### src/sv/assert_macros.svh
// assertion helpers shared by the rtl files
`ifndef ASSERT_MACROS_SVH
`define ASSERT_MACROS_SVH

// concurrent check sampled on the rising clock edge, off while reset is held
`define CHECK_PROP(lbl, clk, rst_n, prop, msg) \
    lbl: assert property (@(posedge clk) disable iff (!rst_n) prop) else $error(msg);

// concurrent check that stays armed through reset
`define CHECK_ALWAYS(lbl, clk, prop, msg) \
    lbl: assert property (@(posedge clk) prop) else $error(msg);

`endif

### src/sv/psc_pkg.sv
package psc_pkg;

    localparam int ID_W       = 8;
    localparam int BURST_W    = 16;
    localparam int PRIO_W     = 8;
    localparam int TIME_W     = 21;
    localparam int TOT_W      = 26;
    localparam int IN_DATA_W  = 32;
    localparam int OUT_DATA_W = 104;

    // one stored job
    typedef struct packed {
        logic [PRIO_W-1:0]  prio;
        logic [BURST_W-1:0] burst;
        logic [ID_W-1:0]    id;
    } t_job;

    // control broadcast to every cell of the chain
    typedef struct packed {
        logic insert;
        logic drain;
    } t_cell_ctrl;

    typedef enum logic {
        ST_LOAD,
        ST_DRAIN
    } t_state;

endpackage

### src/sv/psc_cell.sv
`include "assert_macros.svh"

module psc_cell (
    input  logic              i_clk,
    input  logic              i_rst_n,
    input  psc_pkg::t_cell_ctrl i_ctrl,
    input  psc_pkg::t_job     i_new,
    input  logic              i_prev_valid,
    input  psc_pkg::t_job     i_prev,
    input  logic              i_prev_greater,
    input  logic              i_next_valid,
    input  psc_pkg::t_job     i_next,
    output logic              o_valid,
    output psc_pkg::t_job     o_job,
    output logic              o_greater
);
    import psc_pkg::*;

    logic r_valid;
    t_job r_job;
    logic n_valid;
    t_job n_job;
    logic w_greater;

    // an empty cell ranks behind everything; ties keep load order
    assign w_greater = !r_valid || (r_job.prio > i_new.prio);

    // insert: make room by shifting the tail one cell down; drain: shift towards the head
    always_comb begin
        n_valid = r_valid;
        n_job   = r_job;
        priority if (i_ctrl.insert) begin
            if (w_greater) begin
                if (i_prev_greater) begin
                    n_valid = i_prev_valid;
                    n_job   = i_prev;
                end else begin
                    n_valid = 1'b1;
                    n_job   = i_new;
                end
            end
        end else if (i_ctrl.drain) begin
            n_valid = i_next_valid;
            n_job   = i_next;
        end
    end

    always_ff @(posedge i_clk) begin
        if (!i_rst_n) begin
            r_valid <= 1'b0;
        end else begin
            r_valid <= n_valid;
        end
    end

    always_ff @(posedge i_clk) begin
        r_job <= n_job;
    end

    assign o_valid   = r_valid;
    assign o_job     = r_job;
    assign o_greater = w_greater;

    // occupied cells stay packed at the head and in ascending priority
    `CHECK_PROP(a_packed, i_clk, i_rst_n, !r_valid |-> !i_next_valid, "gap in cell chain")
    `CHECK_PROP(a_sorted, i_clk, i_rst_n, (r_valid && i_next_valid) |-> (r_job.prio <= i_next.prio), "cell chain out of order")

endmodule

### src/sv/priority_schedule_times.sv
// Non-preemptive priority scheduler. Jobs (id, burst, priority) stream in at one
// beat per cycle and are sorted on arrival by a chain of MAX_PROCS insertion cells;
// lower priority values come first and equal priorities keep their arrival order.
// The beat with tlast closes the set: input is then held off while the chain drains
// from its head, one result beat per cycle unless the output stalls, each beat giving
// the job's completion and waiting time and the running totals. Jobs arriving with
// the chain full are discarded and every result of that set carries the dropped
// flag in tuser. Loading resumes as soon as the last result sits in the output
// register.
`include "assert_macros.svh"

module priority_schedule_times #(
    parameter int MAX_PROCS = 32
) (
    input  logic         i_clk,
    input  logic         i_rst_n,
    // s tdata: job_id[7:0], burst[23:8], prio[31:24]; tlast: last_job
    input  logic         i_s_tvalid,
    output logic         o_s_tready,
    input  logic [31:0]  i_s_tdata,
    input  logic         i_s_tlast,
    // m tdata: out_id[7:0], completion[28:8], wait_time[49:29],
    //          total_wait[75:50], total_turnaround[101:76], zero pad[103:102]
    // tuser: dropped; tlast: last_out
    output logic         o_m_tvalid,
    input  logic         i_m_tready,
    output logic [103:0] o_m_tdata,
    output logic         o_m_tuser,
    output logic         o_m_tlast
);
    import psc_pkg::*;

    localparam int CNT_W = $clog2(MAX_PROCS + 1);
    localparam int NOW_W = BURST_W + $clog2(MAX_PROCS);

    t_state             r_state, n_state;
    logic [CNT_W-1:0]   r_count, n_count;
    logic [CNT_W-1:0]   r_left, n_left;
    logic               r_ovf, n_ovf;
    logic [NOW_W-1:0]   r_now, n_now;
    logic [TOT_W-1:0]   r_twait, n_twait;
    logic [TOT_W-1:0]   r_tturn, n_tturn;
    logic               r_m_valid, n_m_valid;
    logic [OUT_DATA_W-1:0] r_m_data, n_m_data;
    logic               r_m_user, n_m_user;
    logic               r_m_last, n_m_last;

    t_cell_ctrl         w_ctrl;
    t_job               w_new;
    logic               w_accept;
    logic               w_emit;
    logic [NOW_W-1:0]   w_now_sum;

    logic               w_valid   [MAX_PROCS];
    t_job               w_job     [MAX_PROCS];
    logic               w_greater [MAX_PROCS];

    assign w_new = t_job'(i_s_tdata[IN_DATA_W-1:0]);

    // sorting chain
    for (genvar g = 0; g < MAX_PROCS; g++) begin : g_cell
        logic w_pv;
        t_job w_pj;
        logic w_pg;
        logic w_nv;
        t_job w_nj;
        if (g == 0) begin : g_head
            assign w_pv = 1'b0;
            assign w_pj = w_new;
            assign w_pg = 1'b0;
        end else begin : g_mid
            assign w_pv = w_valid[g-1];
            assign w_pj = w_job[g-1];
            assign w_pg = w_greater[g-1];
        end
        if (g == MAX_PROCS - 1) begin : g_tail
            assign w_nv = 1'b0;
            assign w_nj = w_new;
        end else begin : g_body
            assign w_nv = w_valid[g+1];
            assign w_nj = w_job[g+1];
        end
        psc_cell u_cell (
            .i_clk          (i_clk),
            .i_rst_n        (i_rst_n),
            .i_ctrl         (w_ctrl),
            .i_new          (w_new),
            .i_prev_valid   (w_pv),
            .i_prev         (w_pj),
            .i_prev_greater (w_pg),
            .i_next_valid   (w_nv),
            .i_next         (w_nj),
            .o_valid        (w_valid[g]),
            .o_job          (w_job[g]),
            .o_greater      (w_greater[g])
        );
    end

    assign o_s_tready = (r_state == ST_LOAD);
    assign w_accept   = i_s_tvalid && o_s_tready;
    assign w_emit     = (r_state == ST_DRAIN) && (!r_m_valid || i_m_tready);
    assign w_now_sum  = r_now + NOW_W'(w_job[0].burst);

    // load and drain control
    always_comb begin
        n_state   = r_state;
        n_count   = r_count;
        n_left    = r_left;
        n_ovf     = r_ovf;
        n_now     = r_now;
        n_twait   = r_twait;
        n_tturn   = r_tturn;
        n_m_valid = r_m_valid;
        n_m_data  = r_m_data;
        n_m_user  = r_m_user;
        n_m_last  = r_m_last;
        w_ctrl    = '0;

        if (r_m_valid && i_m_tready) begin
            n_m_valid = 1'b0;
        end

        unique case (r_state)
            ST_LOAD: begin
                if (w_accept) begin
                    if (r_count < CNT_W'(MAX_PROCS)) begin
                        w_ctrl.insert = 1'b1;
                        n_count       = r_count + CNT_W'(1);
                    end else begin
                        n_ovf = 1'b1;
                    end
                    if (i_s_tlast) begin
                        n_state = ST_DRAIN;
                        n_left  = n_count;
                        n_now   = '0;
                        n_twait = '0;
                        n_tturn = '0;
                    end
                end
            end
            ST_DRAIN: begin
                if (w_emit) begin
                    w_ctrl.drain = 1'b1;
                    n_now     = w_now_sum;
                    n_twait   = r_twait + TOT_W'(r_now);
                    n_tturn   = r_tturn + TOT_W'(w_now_sum);
                    n_m_valid = 1'b1;
                    n_m_data  = {2'b00, n_tturn, n_twait, TIME_W'(r_now),
                                 TIME_W'(w_now_sum), w_job[0].id};
                    n_m_user  = r_ovf;
                    n_m_last  = (r_left == CNT_W'(1));
                    n_left    = r_left - CNT_W'(1);
                    if (r_left == CNT_W'(1)) begin
                        n_state = ST_LOAD;
                        n_count = '0;
                        n_ovf   = 1'b0;
                    end
                end
            end
            default: begin
                n_state = ST_LOAD;
            end
        endcase
    end

    always_ff @(posedge i_clk) begin
        if (!i_rst_n) begin
            r_state   <= ST_LOAD;
            r_count   <= '0;
            r_left    <= '0;
            r_ovf     <= 1'b0;
            r_m_valid <= 1'b0;
        end else begin
            r_state   <= n_state;
            r_count   <= n_count;
            r_left    <= n_left;
            r_ovf     <= n_ovf;
            r_m_valid <= n_m_valid;
        end
    end

    always_ff @(posedge i_clk) begin
        r_now    <= n_now;
        r_twait  <= n_twait;
        r_tturn  <= n_tturn;
        r_m_data <= n_m_data;
        r_m_user <= n_m_user;
        r_m_last <= n_m_last;
    end

    assign o_m_tvalid = r_m_valid;
    assign o_m_tdata  = r_m_data;
    assign o_m_tuser  = r_m_user;
    assign o_m_tlast  = r_m_last;

    // drain bookkeeping matches what the chain holds
    `CHECK_PROP(a_drain_left, i_clk, i_rst_n, (r_state == ST_DRAIN) |-> (r_left != '0), "drain with nothing left")
    `CHECK_PROP(a_drain_head, i_clk, i_rst_n, (r_state == ST_DRAIN) |-> w_valid[0], "drain from empty chain head")
    `CHECK_PROP(a_last_done, i_clk, i_rst_n, (w_emit && r_left == CNT_W'(1)) |=> (r_state == ST_LOAD && !w_valid[0]), "chain not empty after final beat")

endmodule

### config.mk
export PLATFORM = sky130hd
export DESIGN_NAME = priority_schedule_times
export DESIGN_NICKNAME = d
export VERILOG_FILES = /design/src/sv/psc_pkg.sv /design/src/sv/psc_cell.sv /design/src/sv/priority_schedule_times.sv
export VERILOG_INCLUDE_DIRS = /design/src /design/src/sv
export SDC_FILE = /design/constraint.sdc
export NUM_CORES = 2
export LEC_CHECK = 0
export BUFFER_PORTS_ARGS = -buffer_cell sky130_fd_sc_hd__buf_2
export CAP_MARGIN = 10
export CORE_ASPECT_RATIO = 1.25
export CORE_UTILIZATION = 60
export CTS_CLUSTER_SIZE = 8
export DETAILED_ROUTE_END_ITERATION = 8
export PLACE_DENSITY = 0.77
export SETUP_SLACK_MARGIN = 0.1
export SYNTH_ARGS = -nofsm -noshare
export SYNTH_HDL_FRONTEND = slang
export SYNTH_SLANG_ARGS = --single-unit
### constraint.sdc
create_clock -name i_clk -period 6.6 [get_ports i_clk]
set_input_delay 0.33 -clock i_clk [delete_from_list [all_inputs] [get_ports i_clk]]
set_output_delay 0.33 -clock i_clk [all_outputs]
set_load 0.05 [all_outputs]
==> flow_summary_export.csv <==
group,metric,value,unit
power_and_ir_drop,vdd.ir_drop.worst,0.289,mV
timing,max_freq,219,MHz
setup_path,endpoint_kind,"flop",
timing,finalSetupTns,0,ps
setup_path,worstSetupStartpoint,"g_cell[0].u_cell.o_job[8]",
timing,finalSetupViolations,0,
run_status,run_status,"complete, no violations",
floorplan,die_x,305,µm
clocking,worst_case_clock_buffer_depth,3,
global_route,grt_pass1_wl,269000,µm
floorplan,die_area,116000,µm²
synth,yosys-top-cells-area,"sky130_fd_sc_hd__edfxtp_1, sky130_fd_sc_hd__mux2i_1, sky130_fd_sc_hd__o21ai_0",
final_layout,fraction_of_layout_cells_with_a_size_suffix_above_1,8.49,%
clocking,htreeDepth,4,
synth,synthCells,6265,
final_layout,final.fill_count,8492,
route,route.antenna.remaining_nets,0,
route,detailroute.via_count,48451,
setup_path,critPathLaunchType,"flop",
setup_path,worst_ep_required_time,7140,ps
timing,post-route-period-util,69.2,%
route,drcViolationCount,0,
power_and_ir_drop,power.leakage,27.2,nW
clocking,ctsRootBufferMaster,"sky130_fd_sc_hd__clkbuf_16",
global_route,grtUsageTotal,29.3,%
timing,setup_ws,2030,ps
floorplan,die-height,380,µm
setup_path,crit_chain,"ha_1, inv_1, fa_1, nor2b_1, o31a_1, o311ai_4, a21oi_1, o21ai_0, a21oi_1, a31oi_1, ha_1, a21o_1, a221oi_1, a31oi_1, xor2_1, and2_1",
setup_path,worst_path_buffer_plus_inverter_count,1,
synth,synth.most_common_cell,"sky130_fd_sc_hd__edfxtp_1",
setup_path,worst_r2r_endpoint,"r_tturn[21]",
setup_path,critPathCapture,"r_tturn[21]",
setup_path,worst_ep_arrival_time,5110,ps
synth,post-synth-top-area-fraction,52.5,%
timing,final.min_clock_period,4570,ps
timing,max-slew-margin-rel,18.0,%
global_route,grt_max_degree,289,
global_route,grt-ovfl-total,0,
route,route.final.wire_length,172000,µm
final_layout,finalNetCount,6552,
final_layout,area.growth.synth_to_final,9.97,%
synth,synth_enable_flop_cells,1201,
timing,slew_violations,0,
floorplan,floorplan.rows,138,
power_and_ir_drop,totalPowerFinal,0.0238,W
setup_path,critical_path.top_delay_family,"compound AO/OA/AOI/OAI gates",
setup_path,timing.critical_path.fanout_max,9,
clocking,tritoncts,"built",
placed_design,dpl-instance-area,70600,µm²
route,via_count_normalized_by_instance_count,6.28,
synth,asyncSetResetFlopFracSynth,0,%
clocking,cts.sinks,1248,
timing,skew,39.0,ps
synth,syn_area,68700,µm²
placed_design,place.detailed.hpwl,113000,µm
clocking,cts_buffers,174,
clocking,clk_pin_slew_worst_paths,50,ps
timing,final-hold-violation-count,0,
floorplan,num_io_pins,145,
global_route,antenna_violations_before_repair,8,
timing,timing_worst_slew_pin_value,1230,ps
clocking,post_cts.repair.setup_buffers,0,
route,drt-initial-drc-count,4506,
setup_path,critical_path_cell_count,16,
placed_design,dpl_worst_slack,2040,ps
clocking,insertion_delay,800,ps
route,drt-pass1-iter-count,6,
synth,synth_seq_area_share,53.9,%
flow_run,number_of_max_cap_violations,0,
setup_path,worst-r2r-setup-slack,2030,ps
floorplan,floorplan_core_area,113000,µm²
setup_path,worst_path_max_delay_cell,"sky130_fd_sc_hd__a221oi_1",
synth,synth_common_cells,"sky130_fd_sc_hd__edfxtp_1, sky130_fd_sc_hd__nand2_1, sky130_fd_sc_hd__o21ai_0",
synth,synth.ff_latch_count,1248,
synth,top_ff_cell_synth,"sky130_fd_sc_hd__edfxtp_1",
placed_design,gp_routability_congestion,0.960,
synth,avg_synthesized_cell_area,11.0,µm²
floorplan,initial_core_util,60.6,%
power_and_ir_drop,power.density,315,nW/µm²
setup_path,critical_path.max_stage_delay,560,ps
setup_path,timing_worst_setup_path_type,"flop to flop",
timing,grt_setup_unrepaired,"no",
synth,synth.largest_area_cell,"sky130_fd_sc_hd__edfxtp_1",
worst_hold_path,hold_class,"input port to flop",
global_route,first_global_vias,47763,
synth,yosysWarnings,0,
setup_path,r2r_cells,16,
placed_design,port_buffers,142,
synth,ys_types,65,
setup_path,r2r_start,"g_cell[0].u_cell.o_job[8]",
final_layout,fin_area,75500,µm²
route,drt-wirelength-per-cell,22.3,µm
worst_hold_path,worstHoldStart,"i_s_tlast",
==> cell families after synthesis <==
logic type               count (synthesis)  share of synthesized area, %
AO/OA/AOI/OAI                         1556                          12.8
AND/OR/NAND/NOR                       1503                          8.97
flip-flops                            1248                          53.9
multiplexers                           968                          14.2
buffers and inverters                  615                          3.66
adder cells (fa/ha/maj)                321                          5.88
XOR/XNOR                                53                         0.676
other                                    1                       0.00546
==> stage by stage <==
step	std cells	util (%)	hold slack (ps)
after floorplan	6266	-	409
after global placement	7483	62.3	427
after detailed placement	7484	62.3	433
after CTS	7712	66.6	68.6
after global routing	7717	66.7	115
final	7718	66.7	116
==> registers in the layout (all words and copies together), names as in the netlist, 6 cells and up <==
register / flops
g_cell.u_cell.o_job: 1024
o_m_tdata: 102
g_cell.u_cell.o_valid: 32
r_tturn: 26
r_twait: 26
r_now: 21
r_count: 6
r_left: 6
==> layer usage <==
layer	wire length, µm	part of all wire, %	vias to the layer above	track usage [%]
li1	-	-	22738	-
met1	70900	41	23494	38.2
met2	83200	48	1838	48.9
met3	10600	6.1	381	3.93
met4	7320	4.3	0	13.4
met5	0	0	-	0
==> cell type report <==
type	instances	area, µm²	area share (%)
Clock buffer	212	4560	6.04
Clock inverter	13	275	0.365
Multi-Input combinational cell	4403	29800	39.4
Timing Repair Buffer	239	1580	2.10
Antenna cell	5	12.5	0.0166
Inverter	128	485	0.643
Tap cell	1470	1840	2.44
Sequential cell	1248	37000	49.0
==> timing repair <==
action	CTS	global route
resized for setup	0	0
hold endpoints to repair	2	0
hold buffers	3	0
==> cell usage in the layout, fill, tap and decap left out, types with 10 or more instances in the layout <==
cell type                   count
sky130_fd_sc_hd__and2_1        62
sky130_fd_sc_hd__a32oi_1       20
sky130_fd_sc_hd__a21oi_1      177
sky130_fd_sc_hd__buf_12        11
sky130_fd_sc_hd__o21ai_0     1021
sky130_fd_sc_hd__a21boi_0      32
sky130_fd_sc_hd__a21o_1        89
sky130_fd_sc_hd__nand3_1      118
sky130_fd_sc_hd__clkbuf_1      35
sky130_fd_sc_hd__dfxtp_1       46
sky130_fd_sc_hd__inv_1        125
sky130_fd_sc_hd__nand2b_1      12
sky130_fd_sc_hd__xor2_1        20
sky130_fd_sc_hd__ha_1         318
sky130_fd_sc_hd__o21a_1        10
sky130_fd_sc_hd__nor2_1        90
sky130_fd_sc_hd__edfxtp_1    1201
sky130_fd_sc_hd__xnor2_1       33
sky130_fd_sc_hd__a22oi_1       32
sky130_fd_sc_hd__buf_2        142
sky130_fd_sc_hd__a21boi_4      19
sky130_fd_sc_hd__nand2_1     1147
sky130_fd_sc_hd__mux2i_1      943
sky130_fd_sc_hd__o2111ai_1     29
sky130_fd_sc_hd__mux2_2        25
sky130_fd_sc_hd__a31oi_1       17
sky130_fd_sc_hd__clkbuf_16    177
sky130_fd_sc_hd__buf_4         83
sky130_fd_sc_hd__nor2b_1       20
sky130_fd_sc_hd__o21ai_4       29
sky130_fd_sc_hd__o211ai_1      15
==> worst min-delay path, stage by stage <==
cell	delay, ps
sky130_fd_sc_hd__buf_2	110
sky130_fd_sc_hd__a21oi_1	60
sky130_fd_sc_hd__buf_4	170
sky130_fd_sc_hd__a21oi_1	140
sky130_fd_sc_hd__nor2b_1	50
==> power by group <==
part / switching, W / internal, W
sequential: 0.000753 / 0.0103
combinational: 0.00302 / 0.00155
clock: 0.00332 / 0.00484
total: 0.00709 / 0.0167
==> worst min path at each step <==
stage                            to  cells after the start  slack (ps)
after floorplan           o_m_tuser                      0         410
after global placement    o_m_tuser                      0         430
after global routing      r_left[1]                      5         120
after detailed placement  o_m_tuser                      0         430
final                     r_left[1]                      5         120
after CTS                 r_left[1]                      5          70
Power figures use the tool's default switching activity.
